==> src/rtl/ptd_pkg.sv <==
package ptd_pkg;

	// Status from the serial remainder unit back to the controller
	typedef struct packed {
		logic done;
		logic zero;
	} rem_stat_t;

	localparam int unsigned FirstOddDiv = 3;

endpackage

==> src/rtl/ptd_rem.sv <==
module ptd_rem import ptd_pkg::*; #(
	parameter int unsigned DATA_WIDTH = 32,
	parameter int unsigned DIV_WIDTH  = 17
) (
	input  logic                  clk,
	input  logic                  arst_n,
	input  logic                  load,
	input  logic [DATA_WIDTH-1:0] dividend,
	input  logic [DIV_WIDTH-1:0]  divisor,
	output rem_stat_t             stat
);

	localparam int unsigned CntW = (DATA_WIDTH > 1) ? $clog2(DATA_WIDTH) : 1;

	logic [DATA_WIDTH-1:0] sh_q;
	logic [DIV_WIDTH-1:0]  rem_q;
	logic [CntW-1:0]       cnt_q;
	logic                  run_q;
	logic                  done_q;
	logic                  zero_q;

	logic [DIV_WIDTH:0]    trial;
	logic [DIV_WIDTH:0]    diff;
	logic                  ge;
	logic [DIV_WIDTH-1:0]  rem_nxt;

	// Restoring step: bring in the next dividend bit, subtract if it fits
	always_comb begin
		trial   = {rem_q, sh_q[DATA_WIDTH-1]};
		diff    = trial - {1'b0, divisor};
		ge      = trial >= {1'b0, divisor};
		rem_nxt = ge ? diff[DIV_WIDTH-1:0] : trial[DIV_WIDTH-1:0];
	end

	always_ff @(posedge clk or negedge arst_n) begin
		if (!arst_n) begin
			run_q  <= 1'b0;
			cnt_q  <= '0;
			done_q <= 1'b0;
		end else begin
			done_q <= 1'b0;
			if (load) begin
				run_q <= 1'b1;
				cnt_q <= CntW'(DATA_WIDTH - 1);
			end else if (run_q) begin
				cnt_q <= cnt_q - 1'b1;
				if (cnt_q == '0) begin
					run_q  <= 1'b0;
					done_q <= 1'b1;
				end
			end
		end
	end

	always_ff @(posedge clk) begin
		if (load) begin
			sh_q  <= dividend;
			rem_q <= '0;
		end else if (run_q) begin
			sh_q  <= {sh_q[DATA_WIDTH-2:0], 1'b0};
			rem_q <= rem_nxt;
			if (cnt_q == '0)
				zero_q <= (rem_nxt == '0);
		end
	end

	assign stat.done = done_q;
	assign stat.zero = zero_q;

endmodule

==> src/rtl/ptd_cand.sv <==
module ptd_cand import ptd_pkg::*; #(
	parameter int unsigned DATA_WIDTH = 32,
	parameter int unsigned DIV_WIDTH  = 17
) (
	input  logic                  clk,
	input  logic                  init,
	input  logic                  step,
	input  logic [DATA_WIDTH-1:0] n,
	output logic [DIV_WIDTH-1:0]  divisor,
	output logic                  over
);

	localparam int unsigned SqW = DATA_WIDTH + 1;

	logic [DIV_WIDTH-1:0] d_q;
	logic [SqW-1:0]       sq_q;

	// Keep d*d alongside d: (d+2)^2 = d^2 + 4d + 4
	always_ff @(posedge clk) begin
		if (init) begin
			d_q  <= DIV_WIDTH'(FirstOddDiv);
			sq_q <= SqW'(FirstOddDiv * FirstOddDiv);
		end else if (step) begin
			d_q  <= d_q + DIV_WIDTH'(2);
			sq_q <= sq_q + SqW'({d_q, 2'b00}) + SqW'(4);
		end
	end

	assign divisor = d_q;
	assign over    = sq_q > {1'b0, n};

endmodule

==> src/rtl/prime_trial_division.sv <==
// Negative, zero, one, two and even values: done rises in the cycle after start is taken.
// Odd values above two try odd divisors d = 3, 5, ... until d*d passes the value or a
// factor ends the search (remainder zero).
// Per divisor: step state, serial remainder shifts, then a read of the remainder in S_DIV.
// One item at a time: busy is low while done is high, so the next transaction may enter then.
// Result on is_prime with done high for one cycle; the receiver cannot stall.
// arst_n clears the controller asynchronously; the block comes up idle.
module prime_trial_division import ptd_pkg::*; #(
	parameter int unsigned DATA_WIDTH = 32
) (
	input  logic                         clk,
	input  logic                         arst_n,
	input  logic                         start,
	output logic                         busy,
	input  logic signed [DATA_WIDTH-1:0] value_in,
	output logic                         done,
	output logic                         is_prime
);

	localparam int unsigned DivW = DATA_WIDTH / 2 + 1;

	typedef enum logic [2:0] {
		S_IDLE = 3'b001,
		S_STEP = 3'b010,
		S_DIV  = 3'b100
	} state_t;

	state_t               state_q;
	logic [DATA_WIDTH-1:0] n_q;
	logic                  done_q;
	logic                  prime_q;

	logic                  accept;
	logic                  v_neg;
	logic                  v_le1;
	logic                  v_two;
	logic                  v_even;
	logic                  cand_init;
	logic                  cand_step;
	logic                  rem_load;
	logic [DivW-1:0]       divisor;
	logic                  over;
	rem_stat_t             rem_stat;

	assign accept = start && (state_q == S_IDLE);
	assign v_neg  = value_in[DATA_WIDTH-1];
	assign v_le1  = (value_in[DATA_WIDTH-1:1] == '0);
	assign v_two  = (value_in[DATA_WIDTH-1:2] == '0) && (value_in[1:0] == 2'b10);
	assign v_even = !value_in[0];

	assign cand_init = accept && !v_neg && !v_le1 && !v_even;
	assign rem_load  = (state_q == S_STEP) && !over;
	assign cand_step = (state_q == S_DIV) && rem_stat.done && !rem_stat.zero;

	always_ff @(posedge clk or negedge arst_n) begin
		if (!arst_n) begin
			state_q <= S_IDLE;
			done_q  <= 1'b0;
		end else begin
			done_q <= 1'b0;
			unique case (state_q)
				S_IDLE: begin
					if (accept) begin
						if (cand_init)
							state_q <= S_STEP;
						else
							done_q <= 1'b1;
					end
				end
				S_STEP: begin
					if (over) begin
						done_q  <= 1'b1;
						state_q <= S_IDLE;
					end else begin
						state_q <= S_DIV;
					end
				end
				S_DIV: begin
					if (rem_stat.done) begin
						if (rem_stat.zero) begin
							done_q  <= 1'b1;
							state_q <= S_IDLE;
						end else begin
							state_q <= S_STEP;
						end
					end
				end
				default: state_q <= S_IDLE;
			endcase
		end
	end

	always_ff @(posedge clk) begin
		if (accept) begin
			n_q     <= value_in;
			prime_q <= !v_neg && (v_two || (!v_le1 && !v_even));
		end else if (state_q == S_DIV && rem_stat.done && rem_stat.zero) begin
			prime_q <= 1'b0;
		end
	end

	ptd_cand #(
		.DATA_WIDTH(DATA_WIDTH),
		.DIV_WIDTH (DivW)
	) u_cand (
		.clk    (clk),
		.init   (cand_init),
		.step   (cand_step),
		.n      (n_q),
		.divisor(divisor),
		.over   (over)
	);

	ptd_rem #(
		.DATA_WIDTH(DATA_WIDTH),
		.DIV_WIDTH (DivW)
	) u_rem (
		.clk     (clk),
		.arst_n  (arst_n),
		.load    (rem_load),
		.dividend(n_q),
		.divisor (divisor),
		.stat    (rem_stat)
	);

	assign busy     = (state_q != S_IDLE);
	assign done     = done_q;
	assign is_prime = prime_q;

endmodule

==> config.mk <==
export PLATFORM = sky130hd
export DESIGN_NAME = prime_trial_division
export DESIGN_NICKNAME = d
export VERILOG_FILES = /design/src/rtl/ptd_pkg.sv /design/src/rtl/ptd_rem.sv /design/src/rtl/ptd_cand.sv /design/src/rtl/prime_trial_division.sv
export SDC_FILE = /design/constraint.sdc
export NUM_CORES = 1
export LEC_CHECK = 0
export BUFFER_PORTS_ARGS = -buffer_cell sky130_fd_sc_hd__clkbuf_2
export CORE_MARGIN = 5
export CORE_UTILIZATION = 60
export DETAILED_ROUTE_END_ITERATION = 8
export PLACE_DENSITY = 0.78
export SYNTH_ARGS = -nofsm -noshare
export SYNTH_HDL_FRONTEND = slang
export SYNTH_SLANG_ARGS = --single-unit
==> constraint.sdc <==
create_clock -name clk -period 8.3 [get_ports clk]
set_input_delay 0.83 -clock clk [delete_from_list [all_inputs] [get_ports clk]]
set_output_delay 0.83 -clock clk [all_outputs]
set_load 0.02 [all_outputs]
* Word-level counts from Yosys, hierarchy flattened
Index checks and enable logic that the tools add are counted.
** Storage, ports and cells
- Flip-flop bits (word level) :: 144
- Input bits :: 35
- Output and inout port bits :: 3
- Word-level logic and storage cells :: 77
** Cells by class
- Add/sub/neg operators :: 5
- Magnitude comparators :: 2
- Equality and inequality tests :: 8
- Muxes and demuxes :: 25
- Bitwise operators :: 1
- Reduce and logical (&&, ||, !) cells :: 24
** Operators with widths (number)
- 32-bit 2-to-1 mux :: 2
- 33-bit by 19-bit adder with 33-bit output :: 1
- 33-bit by 3-bit adder with 33-bit output (second input constant) :: 1
- 33-bit by 32-bit > comparator with 1-bit output :: 1
- 31-bit logical NOT :: 1
- 30-bit logical NOT :: 1
- 18-bit by 17-bit greater-or-equal comparator with 1-bit output :: 1
- 17-bit by 2-bit adder with 17-bit output (second input constant) :: 1
- 17-bit logical NOT :: 1
- 17-bit 2-to-1 mux :: 1
- 17-bit subtractor :: 1
- 1-bit 2-to-1 mux :: 13
- 3-bit 2-to-1 mux :: 4
- 1-bit logical AND :: 11
- 5-bit 2-to-1 mux :: 2
- 3-bit case mux with 3 select lines :: 1
- 3-bit AND reduction :: 2
- 5-bit logical NOT :: 1
- 5-bit by 1-bit subtractor with 5-bit output (second input constant) :: 1
- 1-bit logical NOT :: 4
- 2-bit != test (second input constant) :: 2
- 2-bit nonzero test :: 2
- 3-bit by 1-bit == test with 1-bit output (second input constant) :: 1
- 3-bit by 2-bit == test with 1-bit output (second input constant) :: 1
- 8 further kinds :: 8

* Logic depth before layout (Yosys ltp)
Gate-level depths: netlist of run 1.
- Depth in word-level cells :: 8
- Depth in mapped cells :: 14
- Depth with buffers taken out :: 13

* Modules after synthesis
Synthesis of run 1 repeated with hierarchy kept, for this count alone.
** Unflattened totals
- Cell total of the unflattened synthesis :: 874
- Area, all modules :: 8692.1 um^2
** By module, submodules not included
- ptd_cand :: instances 1, cells each 463, area an instance 3816.2 um^2, sequential area each 920.9 um^2
- ptd_rem :: instances 1, cells each 337, area an instance 3497.1 um^2, sequential area each 1506.4 um^2
- prime_trial_division :: instances 1, cells each 74, area an instance 1378.8 um^2, sequential area each 1092.3 um^2

* Worst setup path before layout of run 1
No wires, ideal clock.
- Kind :: register -> register
- From :: reg n_q[26]
- To :: reg u_rem.sh_q[0], enable pin
- Setup time :: 0.375 ns
- Data arrival time :: 2.780 ns
- Required time :: 7.925 ns
- Path slack :: 5.145 ns
- Cell stages (with the launch flop) :: 12
- Path buffers :: 1
- Clock period less this slack :: 3.155 ns
- Path through :: edfxtp_1 > inv_1 > ha_1 > a21o_1 > a211oi_1 > o21a_1 > o22ai_1 > o41ai_1 > a31oi_1 > nor4b_2 > clkbuf_1 > or2_2
** Between the ends
- Cells in the longest elaborated chain, start to end :: 4
** RTL lines
- from (decl) :: line prime_trial_division.sv:29 : logic [DATA_WIDTH-1:0] n_q;
- from (signal assigned) :: line prime_trial_division.sv:95 : n_q <= value_in;
- 33-bit by 32-bit > comparator with 1-bit output :: line ptd_cand.sv:30 : assign over = sq_q > {1'b0, n};
- 1-bit logical NOT :: line prime_trial_division.sv:52 : assign rem_load = (state_q == S_STEP) && !over;
- 1-bit logical AND :: line prime_trial_division.sv:52
- 2-bit nonzero test (no source line)
- to (signal assigned) :: line ptd_rem.sv:57 : sh_q <= dividend;
- to (signal assigned) :: line ptd_rem.sv:60 : sh_q <= {sh_q[DATA_WIDTH-2:0], 1'b0};
- to (decl) :: line ptd_rem.sv:15 : logic [DATA_WIDTH-1:0] sh_q;
No other way between the ends.
A chain may end at the register's enable or synchronous reset.

* Worst setup path after layout of run 1
- From :: reg u_rem.sh_q[31]
- To :: reg u_rem.zero_q, data pin
** Between the ends
- Cells in the longest elaborated chain, start to end :: 3
- Elaborated cells between the ends (all ways) :: 4
- Those cells by class :: add/sub (1); order compare (1); mux (1); reduce/logical (1)
** RTL lines
- 17-bit subtractor or 18-bit by 17-bit greater-or-equal comparator with 1-bit output (tied branches) :: line ptd_rem.sv:30, ptd_rem.sv:31
- 17-bit 2-to-1 mux (*) :: line ptd_rem.sv:32 : rem_nxt = ge ? diff[DIV_WIDTH-1:0] : trial[DIV_WIDTH-1:0];
- 17-bit logical NOT (*) :: line ptd_rem.sv:63 : zero_q <= (rem_nxt == '0);
- to (signal assigned) :: line ptd_rem.sv:63
- to (decl) :: line ptd_rem.sv:20 : logic zero_q;
Every way passes the cells marked *; elsewhere a longest branch is shown, timed or not.

==> results of run 1 <==
## routing by layer
layer  part of all wire  up-vias  GRT usage
li1                   -     3163          -
met1               0.44     3119      0.296
met2               0.48      197      0.398
met3              0.044       59     0.0508
met4              0.035        0     0.0993
met5                  0        -          0
## registers in the layout (all words and copies together) (netlist names)
register / cells
u_cand.divisor: 16
u_rem.zero_q: 1
u_rem.done_q: 1
is_prime: 1
n_q: 32
u_cand.sq_q: 30
u_rem.cnt_q: 5
u_rem.sh_q: 32
state_q: 3
u_rem.rem_q: 17
u_rem.run_q: 1
done: 1
## Yosys cell counts (8+ instances only)
master / number
a211oi_1: 17
o211ai_1: 15
nand4_1: 12
nor2_1: 65
o21ai_0: 28
nand3_1: 19
edfxtp_1: 66
nand2b_1: 21
mux2_2: 29
a21oi_1: 47
or3_1: 8
mux2i_1: 21
xnor2_1: 38
nand2_1: 61
clkbuf_1: 11
ha_1: 81
nor4_1: 16
dfrtp_1: 10
dfxtp_1: 63
nor3_1: 22
inv_1: 68
a21o_1: 15
## worst max-delay path by stage
| stage | startpoint | endpoint | slack [ns] | cells past startpoint |
|---|---|---|---|---|
| finish | u_rem.sh_q[31] | u_rem.zero_q | 4.14 | 10 |
| global route | u_rem.sh_q[31] | u_rem.zero_q | 3.74 | 10 |
| CTS | u_rem.sh_q[31] | u_rem.zero_q | 4.20 | 10 |
| detailed placement | u_rem.sh_q[31] | u_rem.zero_q | 4.22 | 10 |
| global placement | u_rem.sh_q[31] | u_rem.zero_q | 4.28 | 10 |
| floorplan | n_q[26] | u_rem.sh_q[0] | 5.14 | 11 |
## final cells by class
class,instances,area [µm²],share of cell area
multi-input cells,613,4490,0.479
flip-flops and latches,140,3520,0.376
clock buffers,19,433,0.0462
inverters,68,255,0.0272
repair buffers,43,230,0.0246
well taps,180,225,0.0240
clock inverters,13,215,0.0230
## kinds of logic (layout without fill, tap and decap cells)
kind of cell,after synthesis,after routing,synth area share
xor gates and xnor gates,44,44,0.0461
AOI/OAI and AO/OA,171,171,0.135
buffers and inverters,91,143,0.0424
DFF,140,140,0.421
and+or+nand+nor,262,262,0.162
muxes,53,53,0.0683
adders and majority gates,83,83,0.126
## report_power, final
part	leakage, µW	switching (µW)	internal (µW)
Combinational	0.00246	458	340
Sequential	0.00127	87.1	881
Clock	0.000306	305	536
## placed cells by master, fill, tap and decap left out, types with 5 or more instances in the layout
cell	n
nor3_1	22
o31ai_1	6
a21o_1	15
or3_1	8
or4_1	7
inv_1	68
dfxtp_1	63
nand4_1	12
clkbuf_2	37
dfrtp_1	10
o21a_1	6
nor2_1	65
bufinv_16	5
a211oi_1	17
clkbuf_16	17
mux2i_1	21
edfxtp_1	66
nand2_1	61
a21oi_1	47
and2_1	5
mux2_2	29
a31oi_1	6
buf_4	6
o21bai_1	7
nand3_1	19
o211ai_1	15
o21ai_0	28
nand2b_1	21
xnor2_1	38
xor2_1	6
ha_1	81
nor4_1	16
## through the flow
stage | hold slack (ns) | area, µm²
2_1_floorplan | 0.452 | 8360
3_3_place_gp | 0.476 | 8720
3_5_place_dp | 0.479 | 8720
4_1_cts | 0.271 | 9370
5_1_grt | 0.278 | 9370
6_report | 0.265 | 9370
## critical path, stage by stage (launching register included)
cell,delay (ns)
edfxtp_1,0.52
inv_1,0.13
fa_1,0.42
nand2b_1,0.18
a211oi_1,0.51
o31a_1,0.25
o21ai_1,0.17
o21ai_2,0.94
mux2i_1,0.36
o2111ai_1,0.15
nor4_1,0.33
==> reports/metrics.csv, run 1 <==
stage,metric,value,unit
yosys,syn_area,8360,µm²
sta,fmaxAchievable,241,MHz
worst_setup_path,path_max_fanout,21,
clock_tree,clockBufferDepth,2,
yosys,synth_edf_count,66,
placement,dpl.hpwl,13.8,mm
layout,diodes,0,
worst_setup_path,reg2reg_slack,4.14,ns
flow_run,drv_cap,0,
drt,viasPerCell,6.08,
yosys,yosys.area.top_type,edfxtp_1,
yosys,syn-instance-count,844,
worst_setup_path,r2r_end,u_rem.zero_q,
power,power,2610,µW
grt,antenna_found_initial,0,
grt,grt_pass1_vias,6545,
sta,finalSetupViolCount,0,
floorplan,io_pins,38,
yosys,synth_nets,962,
yosys,synth_ff_type,edfxtp_1,
sta,period_needed,4.16,ns
sta,rsz0062_at_grt,false,
sta,fin_setup_tns,0,ns
placement,pre_cts_ws,4.22,ns
worst_setup_path,crit_type,flip-flop to flip-flop,
sta,tightest_slew,1.28,ns
clock_tree,cts_resized,0,
power,powerDensity,278,nW/µm²
worst_setup_path,startpoint_type,flip-flop,
sta,slew_headroom,0.142,
placement,io_buffers,37,
floorplan,fp.dieArea,16400,µm²
drt,postRouteWirelength,18.7,mm
layout,n_fill_cell,1048,
sta,layout_setup_ws,4.14,ns
floorplan,die_y,128,µm
floorplan,core_region_area,13800,µm²
worst_setup_path,worstRegToRegCells,10,
grt,grt_max_degree,60,
status,status,finished clean,
worst_setup_path,cp.required,8.53,ns
drt,vias,6538,
drt,dr.pass1.iters,5,
floorplan,start_util,0.607,
yosys,ys_types,67,
clock_tree,cts_tree,built,
drt,post-route-drc-count,0,
layout,nNetsFinal,1001,
yosys,avgSynthCellArea,9.90,µm²
drt,ant_nets,0,
yosys,yosysSeqAreaShare,0.421,
grt,grt_overflow_total,0,
clock_tree,cts_max_level,4,
layout,syn_to_final_growth,12.1,%
layout,drive_above_1_share,0.129,
clock_tree,clkSinkCount,140,
floorplan,dieWidth,128,µm
grt,grt_usage,0.237,
layout,utilization,0.680,
placement,routabilityCongestion,0.947,
power,p_leak,0.00404,µW
drt,drt-initial-drc-count,359,
sta,clock_skew,0.00803,ns
worst_hold_path,min-delay-path-class,input port to async pin,
sta,period_share,0.501,
yosys,synth-seq-cells,140,
clock_tree,numCtsBuffers,17,
worst_setup_path,crit_path_end_kind,flip-flop,
worst_setup_path,r2r_start,u_rem.sh_q[31],
floorplan,fp-row-count,43,
sta,slew_viol_final,0,
clock_tree,clkTransAtPathRegs,0.06,ns
placement,post-place-cells,1044,
drt,wl_per_cell,17.4,µm
clock_tree,clk_latency,0.43,ns
power,ir_worst_vdd,0.000211,V
yosys,yosys_warnings,0,
clock_tree,post_cts_buffers,0,
clock_tree,root_buffer,clkbuf_16,
layout,fin_cells,1076,
grt,grt_pass1_wl,31.0,mm
yosys,netlist.area_leader.share,0.237,
worst_setup_path,cp_data_arrival_time,4.39,ns
clock_tree,ctsHoldBuffers,0,
yosys,async_flop_share,0.0786,
yosys,synthTopCellsByArea,"edfxtp_1, dfxtp_1, ha_1",
sta,hold_viol,0,
No activity file was read; power rests on OpenSTA's default activity.
==> run 2, diff against run 1 <==
clock period = 3.9 ns   (was 8.3 ns; I/O delays follow)
==> reports/metrics.csv, run 2 (synthesis gave the netlist of run 1 again) <==
stage,metric,value,unit,change
placement,dpl.hpwl,14.5,mm,+5.2%
grt,antenna_found_initial,0,,unchanged
sta,slew_headroom,0.575,,+0.433
sta,rsz0062_at_grt,false,,
layout,top_regs,"n_q (32), u_rem.sh_q (32), u_cand.sq_q (30)",,
grt,grt_max_degree,60,,unchanged
layout,diodes,0,,unchanged
drt,ant_nets,0,,unchanged
clock_tree,cts_max_level,4,,unchanged
sta,clock_skew,0.0111,ns,+0.00302 ns
worst_setup_path,crit_family,compound AO/OA/AOI/OAI gates,,
placement,io_buffers,37,,unchanged
sta,fin_setup_tns,0,ns,unchanged
power,p_leak,0.00404,µW,about the same
layout,multiInputGateArea,4490,µm²,unchanged
sta,fmaxAchievable,283,MHz,+18%
worst_setup_path,cp_data_arrival_time,3.77,ns,-0.62 ns
drt,viasPerCell,6.16,,+1.3%
clock_tree,post_cts_buffers,0,,unchanged
grt,grt_pass1_wl,32.9,mm,+5.9%
floorplan,start_util,0.607,,unchanged
clock_tree,clkSinkCount,140,,unchanged
flow_run,drv_cap,0,,unchanged
worst_hold_path,hp-start,value_in[11],,
worst_setup_path,crit_path_end_kind,flip-flop,,
grt,grt_pass1_vias,6763,,+3.3%
placement,routabilityCongestion,0.985,,+4.0%
worst_setup_path,path_max_fanout,13,,-38%
clock_tree,numCtsBuffers,17,,unchanged
worst_setup_path,cp_cell_sequence,inv_1 -> fa_1 -> nand2b_1 -> a211oi_1 -> o31a_1 -> o21ai_1 -> o21ai_2 -> buf_4 -> mux2i_1 -> nand2_1 -> nor4_1,,
worst_setup_path,cp_slowest_cell,a211oi_1,,
sta,period_share,0.906,,+0.405
sta,period_needed,3.53,ns,-0.625 ns
worst_setup_path,crit_type,flip-flop to flip-flop,,
drt,drt-initial-drc-count,567,,+58%
worst_hold_path,min_path_cells,1,,
clock_tree,clkTransAtPathRegs,0.06,ns,about the same
power,ir_worst_vdd,0.000344,V,+63%
sta,tightest_slew,0.622,ns,-0.656 ns
layout,final_cell_mix,"ha_1, inv_1, edfxtp_1, nor2_1, dfxtp_1",,
sta,finalSetupViolCount,0,,unchanged
worst_setup_path,startpoint_type,flip-flop,,
status,status,finished clean,,
placement,pre_cts_ws,0.406,ns,-3.81 ns
drt,routed.top_layer,met4,,
layout,drive_above_1_share,0.133,,+0.00372
floorplan,fp-row-count,43,,unchanged
clock_tree,clockBufferDepth,2,,unchanged
floorplan,die_y,128,µm,unchanged
worst_setup_path,cp.required,4.14,ns,-4.39 ns
floorplan,io_pins,38,,unchanged
sta,hold_viol,0,,unchanged
drt,wl_per_cell,18.2,µm,+4.8%
drt,wl_met2,10.0,mm,+11%
worst_hold_path,holdPathEnd,n_q[11],,
drt,met3WireLength,785,µm,-4.5%
power,powerDensity,581,nW/µm²,+110%
worst_setup_path,critPathBufInv,2,,+1
grt,grt_usage,0.249,,+0.0125
drt,vias,6656,,+1.8%
drt,met1Wirelength,8.52,mm,+3.4%
worst_setup_path,worstRegToRegCells,11,,+1
worst_hold_path,min-delay-path-class,input port to flip-flop,,
floorplan,fp.dieArea,16400,µm²,unchanged
worst_setup_path,reg2reg_slack,0.37,ns,-3.78 ns
clock_tree,root_buffer,clkbuf_16,,
worst_setup_path,r2r_end,u_rem.zero_q,,
layout,nNetsFinal,1006,,+0.50%
worst_setup_path,slowest_delay,0.46,ns,-0.48 ns
drt,postRouteWirelength,19.7,mm,+5.3%
layout,n_fill_cell,1073,,+2.4%
clock_tree,clk_latency,0.42,ns,about the same
clock_tree,cts_tree,built,,
floorplan,dieWidth,128,µm,unchanged
layout,regArea,3520,µm²,unchanged
drt,dr.pass1.iters,5,,unchanged
floorplan,core_region_area,13800,µm²,unchanged
sta,holdWs,0.158,ns,-0.107 ns
grt,grt_overflow_total,0,,unchanged
drt,post-route-drc-count,0,,unchanged
sta,slew_viol_final,0,,unchanged
layout,final_common_cell,ha_1,,
sta,layout_setup_ws,0.368,ns,-3.78 ns
worst_setup_path,r2r_start,u_rem.sh_q[31],,
layout,syn_to_final_growth,12.1,%,unchanged
run 2: layer usage:
metal	up-vias	GRT usage
li1	3177	-
met1	3260	0.312
met2	186	0.441
met3	33	0.0446
met4	0	0.0730
met5	-	0
run 2: final cells by class:
class,instances,area share
clock inverters,13,0.0150
multi-input cells,613,0.479
well taps,180,0.0240
flip-flops and latches,140,0.376
clock buffers,19,0.0473
repair buffers,48,0.0315
inverters,68,0.0272
run 2: how the worst max path moves through the flow:
stage	from	end	slack [ns]	cells past startpoint
2_1_floorplan	n_q[26]	u_rem.sh_q[0]	0.74	11
6_report	u_rem.sh_q[31]	u_rem.zero_q	0.37	11
4_1_cts	u_rem.sh_q[31]	u_rem.zero_q	0.40	11
5_1_grt	u_rem.sh_q[31]	u_rem.zero_q	0.14	11
3_3_place_gp	u_rem.sh_q[31]	u_rem.zero_q	0.58	11
3_5_place_dp	u_rem.sh_q[31]	u_rem.zero_q	0.41	11
run 2: worst register-to-register path, cell delays in order (launching register included):
cell	delay [ns]
edfxtp_1	0.45
inv_1	0.12
fa_1	0.42
nand2b_1	0.18
a211oi_1	0.46
o31a_1	0.23
o21ai_1	0.17
o21ai_2	0.44
buf_4	0.32
mux2i_1	0.28
nand2_1	0.08
nor4_1	0.22
run 2: metrics by stage:
step	utilization	power, µW	instance area [µm²]	std cells
floorplan	-	3370	8360	844
finish	0.680	5450	9370	1081
global route	0.680	5750	9370	1081
detailed placement	0.637	3820	8780	1048
CTS	0.680	5430	9370	1081
global placement	0.637	3730	8780	1048
run 2: timing repair:
item | in CTS | in global routing
gates resized for setup | 0 | 0
endpoints found under the hold margin | 10 | 0
hold buffers | 1 | 0
run 2: where the power goes:
| part | internal, µW | leakage, µW | switching (µW) |
|---|---|---|---|
| registers | 1870 | 0.00127 | 197 |
| logic | 752 | 0.00249 | 1020 |
| clock network | 961 | 0.000277 | 647 |
==> run 3, diff against run 2 <==
ABC_AREA = 1   (was default)
==> reports/metrics.csv, run 3 <==
stage,metric,value,unit,change
status,status,finished clean,,
drt,postRouteWirelength,21.7,mm,+10%
yosys,yosys.area.top_type,edfxtp_1,,
yosys,syn-instance-count,1190,,+41%
worst_setup_path,startpoint,n_q[4],,
sta,fmaxAchievable,327,MHz,+15%
worst_setup_path,cp_data_arrival_time,3.20,ns,-0.57 ns
yosys,yosys-top-cells-count,"nand2_1, inv_1, nor2_1",,
worst_setup_path,worstRegToRegCells,14,,+3
worst_setup_path,startpoint_type,flip-flop,,
layout,nNetsFinal,1346,,+34%
power,p_clk_frac,0.240,,-0.055
layout,n_fill_cell,1243,,+16%
clock_tree,clk_latency,0.43,ns,about the same
drt,dr.pass1.iters,7,,+2
worst_setup_path,r2r_start,n_q[4],,
drt,ant_nets,0,,unchanged
drt,viasPerCell,5.58,,-9.3%
clock_tree,ctsHoldBuffers,1,,unchanged
power,p_int,4360,µW,+22%
yosys,yosysSeqAreaShare,0.393,,-0.0285
sta,fin_setup_tns,0,ns,unchanged
yosys,netlist.area_leader.share,0.221,,-0.0160
layout,final_cell_mix,"nand2_1, inv_1, nor2_1, ha_1, o21ai_0",,
floorplan,fp-row-count,44,,+2.3%
clock_tree,post_cts_buffers,0,,unchanged
worst_setup_path,cp.required,4.04,ns,-0.10 ns
worst_setup_path,crit_type,flip-flop to flip-flop,,
yosys,syn_area,8960,µm²,+7.2%
sta,finalSetupViolCount,0,,unchanged
power,switchingPower,3020,µW,+62%
floorplan,core_region_area,14600,µm²,+5.9%
layout,top_regs,"n_q (32), u_rem.sh_q (32), u_cand.sq_q (30)",,
worst_hold_path,min-delay-path-class,input port to flip-flop,,
sta,clock_skew,0.0102,ns,-0.000870 ns
grt,grt_pass1_wl,36.1,mm,+9.9%
worst_setup_path,r2r_end,u_rem.sh_q[28],,
placement,routabilityCongestion,0.955,,-3.0%
floorplan,die_y,132,µm,+3.3%
drt,post-route-drc-count,0,,unchanged
yosys,yosys_warnings,0,,unchanged
yosys,synth_nets,1308,,+36%
sta,tightest_slew,1.18,ns,+0.559 ns
yosys,synth-seq-cells,140,,unchanged
clock_tree,numCtsBuffers,17,,unchanged
power,power_frac_comb,0.438,,+0.113
clock_tree,root_buffer,clkbuf_16,,
worst_setup_path,reg2reg_slack,0.84,ns,+0.47 ns
sta,hold_viol,0,,unchanged
power,p_leak,0.00486,µW,+20%
worst_hold_path,hp-start,value_in[14],,
placement,io_buffers,37,,unchanged
clock_tree,clkTransAtPathRegs,0.06,ns,about the same
clock_tree,clkSinkCount,140,,unchanged
clock_tree,clockBufferDepth,2,,unchanged
worst_setup_path,path_max_fanout,63,,+50
sta,slew_viol_final,0,,unchanged
power,ir_worst_vdd,0.000705,V,+110%
sta,period_share,0.785,,-0.121
layout,drive_above_1_share,0.0806,,-0.0526
worst_setup_path,crit_path_end_kind,flip-flop,,
drt,drt-initial-drc-count,550,,-3.0%
clock_tree,cts_tree,built,,
floorplan,io_pins,38,,unchanged
sta,period_needed,3.06,ns,-0.472 ns
yosys,synth.most_common_cell,nand2_1,,
grt,grt_usage,0.253,,+0.00331
grt,grt_max_degree,64,,+6.7%
yosys,avgSynthCellArea,7.53,µm²,-24%
grt,grt_overflow_total,0,,unchanged
drt,vias,7958,,+20%
layout,diodes,0,,unchanged
yosys,synthTopCellsByArea,"edfxtp_1, dfxtp_1, nand2_1",,
clock_tree,cts_resized,0,,unchanged
drt,wl_per_cell,15.3,µm,-16%
yosys,async_flop_share,0.0786,,unchanged
grt,grt_pass1_vias,7757,,+15%
clock_tree,cts_max_level,4,,unchanged
flow_run,drv_cap,0,,unchanged
layout,fin_area,9970,µm²,+6.4%
yosys,synth_ff_type,edfxtp_1,,
sta,slew_headroom,0.212,,-0.363
yosys,synth_edf_count,66,,unchanged
placement,detailed_place.area,9310,µm²,+6.0%
floorplan,dieWidth,132,µm,+3.3%
placement,dpl.hpwl,16.2,mm,+12%
layout,final_common_cell,nand2_1,,
sta,rsz0062_at_grt,false,,
floorplan,start_util,0.614,,+0.00758
power,powerDensity,740,nW/µm²,+27%
power,netSwitchingFraction,0.409,,+0.0670
power,power_frac_seq,0.322,,-0.058
grt,antenna_found_initial,0,,unchanged
layout,syn_to_final_growth,11.2,%,
worst_setup_path,cp-endpoint,u_rem.sh_q[28],,
floorplan,fp.dieArea,17500,µm²,+6.7%
yosys,ys_types,48,,-28%
[run 3: per-stage QoR]
step | hold slack (ns) | setup WS [ns] | std cells | util | total power (µW)
2_1_floorplan | 0.0944 | 1.31 | 1190 | - | 4870
3_3_place_gp | 0.285 | 1.02 | 1392 | 0.638 | 5510
3_5_place_dp | 0.290 | 0.962 | 1392 | 0.638 | 5560
4_1_cts | 0.139 | 0.845 | 1425 | 0.683 | 7370
5_1_grt | 0.139 | 0.678 | 1425 | 0.683 | 7980
6_report | 0.151 | 0.840 | 1425 | 0.683 | 7380
[run 3: final cells by class]
type                    count  area (µm²)  share of cell area
clock buffers              22         504              0.0506
clock inverters            10         146              0.0147
inverters                 168         631              0.0633
multi-input cells         856        4690               0.470
flip-flops and latches    140        3520               0.353
well taps                 184         230              0.0231
repair buffers             45         248              0.0249
[run 3: critical path: stages, from the launching register on]
cell and delay (ns):
edfxtp_1 0.34, inv_1 0.07, ha_1 0.30, nand2_1 0.06
nor3_1 0.28, nand2_1 0.09, nand3_1 0.10, nand2_1 0.05
nand2_1 0.10, nand2_1 0.07, nand2_1 0.09, nand2_1 0.06
nand2_2 0.34, buf_4 0.56, o21ai_0 0.23
[run 3: power by group through the flow]
stage | Combinational (µW) | Clock, µW | Sequential, µW
6_report | 3230 | 1770 | 2380
5_1_grt | 3690 | 1860 | 2420
4_1_cts | 3210 | 1790 | 2370
3_5_place_dp | 3170 | 0 | 2390
3_3_place_gp | 3120 | 0 | 2390
2_1_floorplan | 2550 | 0 | 2320
[run 3: how the worst min path moves through the flow]
stage                             to  slack [ns]  depth (start not counted)
after floorplan                 done        0.09                          0
after global placement    state_q[1]        0.29                          1
after detailed placement  state_q[1]        0.29                          1
after CTS                    n_q[14]        0.14                          1
after global routing          n_q[2]        0.14                          1
final                        n_q[14]        0.15                          1
[run 3: cells by family after synthesis]
family	count (synthesis)	synth area share
buf+inv	194	0.0846
xor+xnor	23	0.0225
flops	140	0.393
fa+ha+maj	83	0.118
compound gates	181	0.110
simple gates	569	0.273
[run 3: metal layers]
metal,part of all wire,track usage
met5,0,0
met4,0.041,0.121
met3,0.049,0.0496
met2,0.48,0.430
met1,0.43,0.308
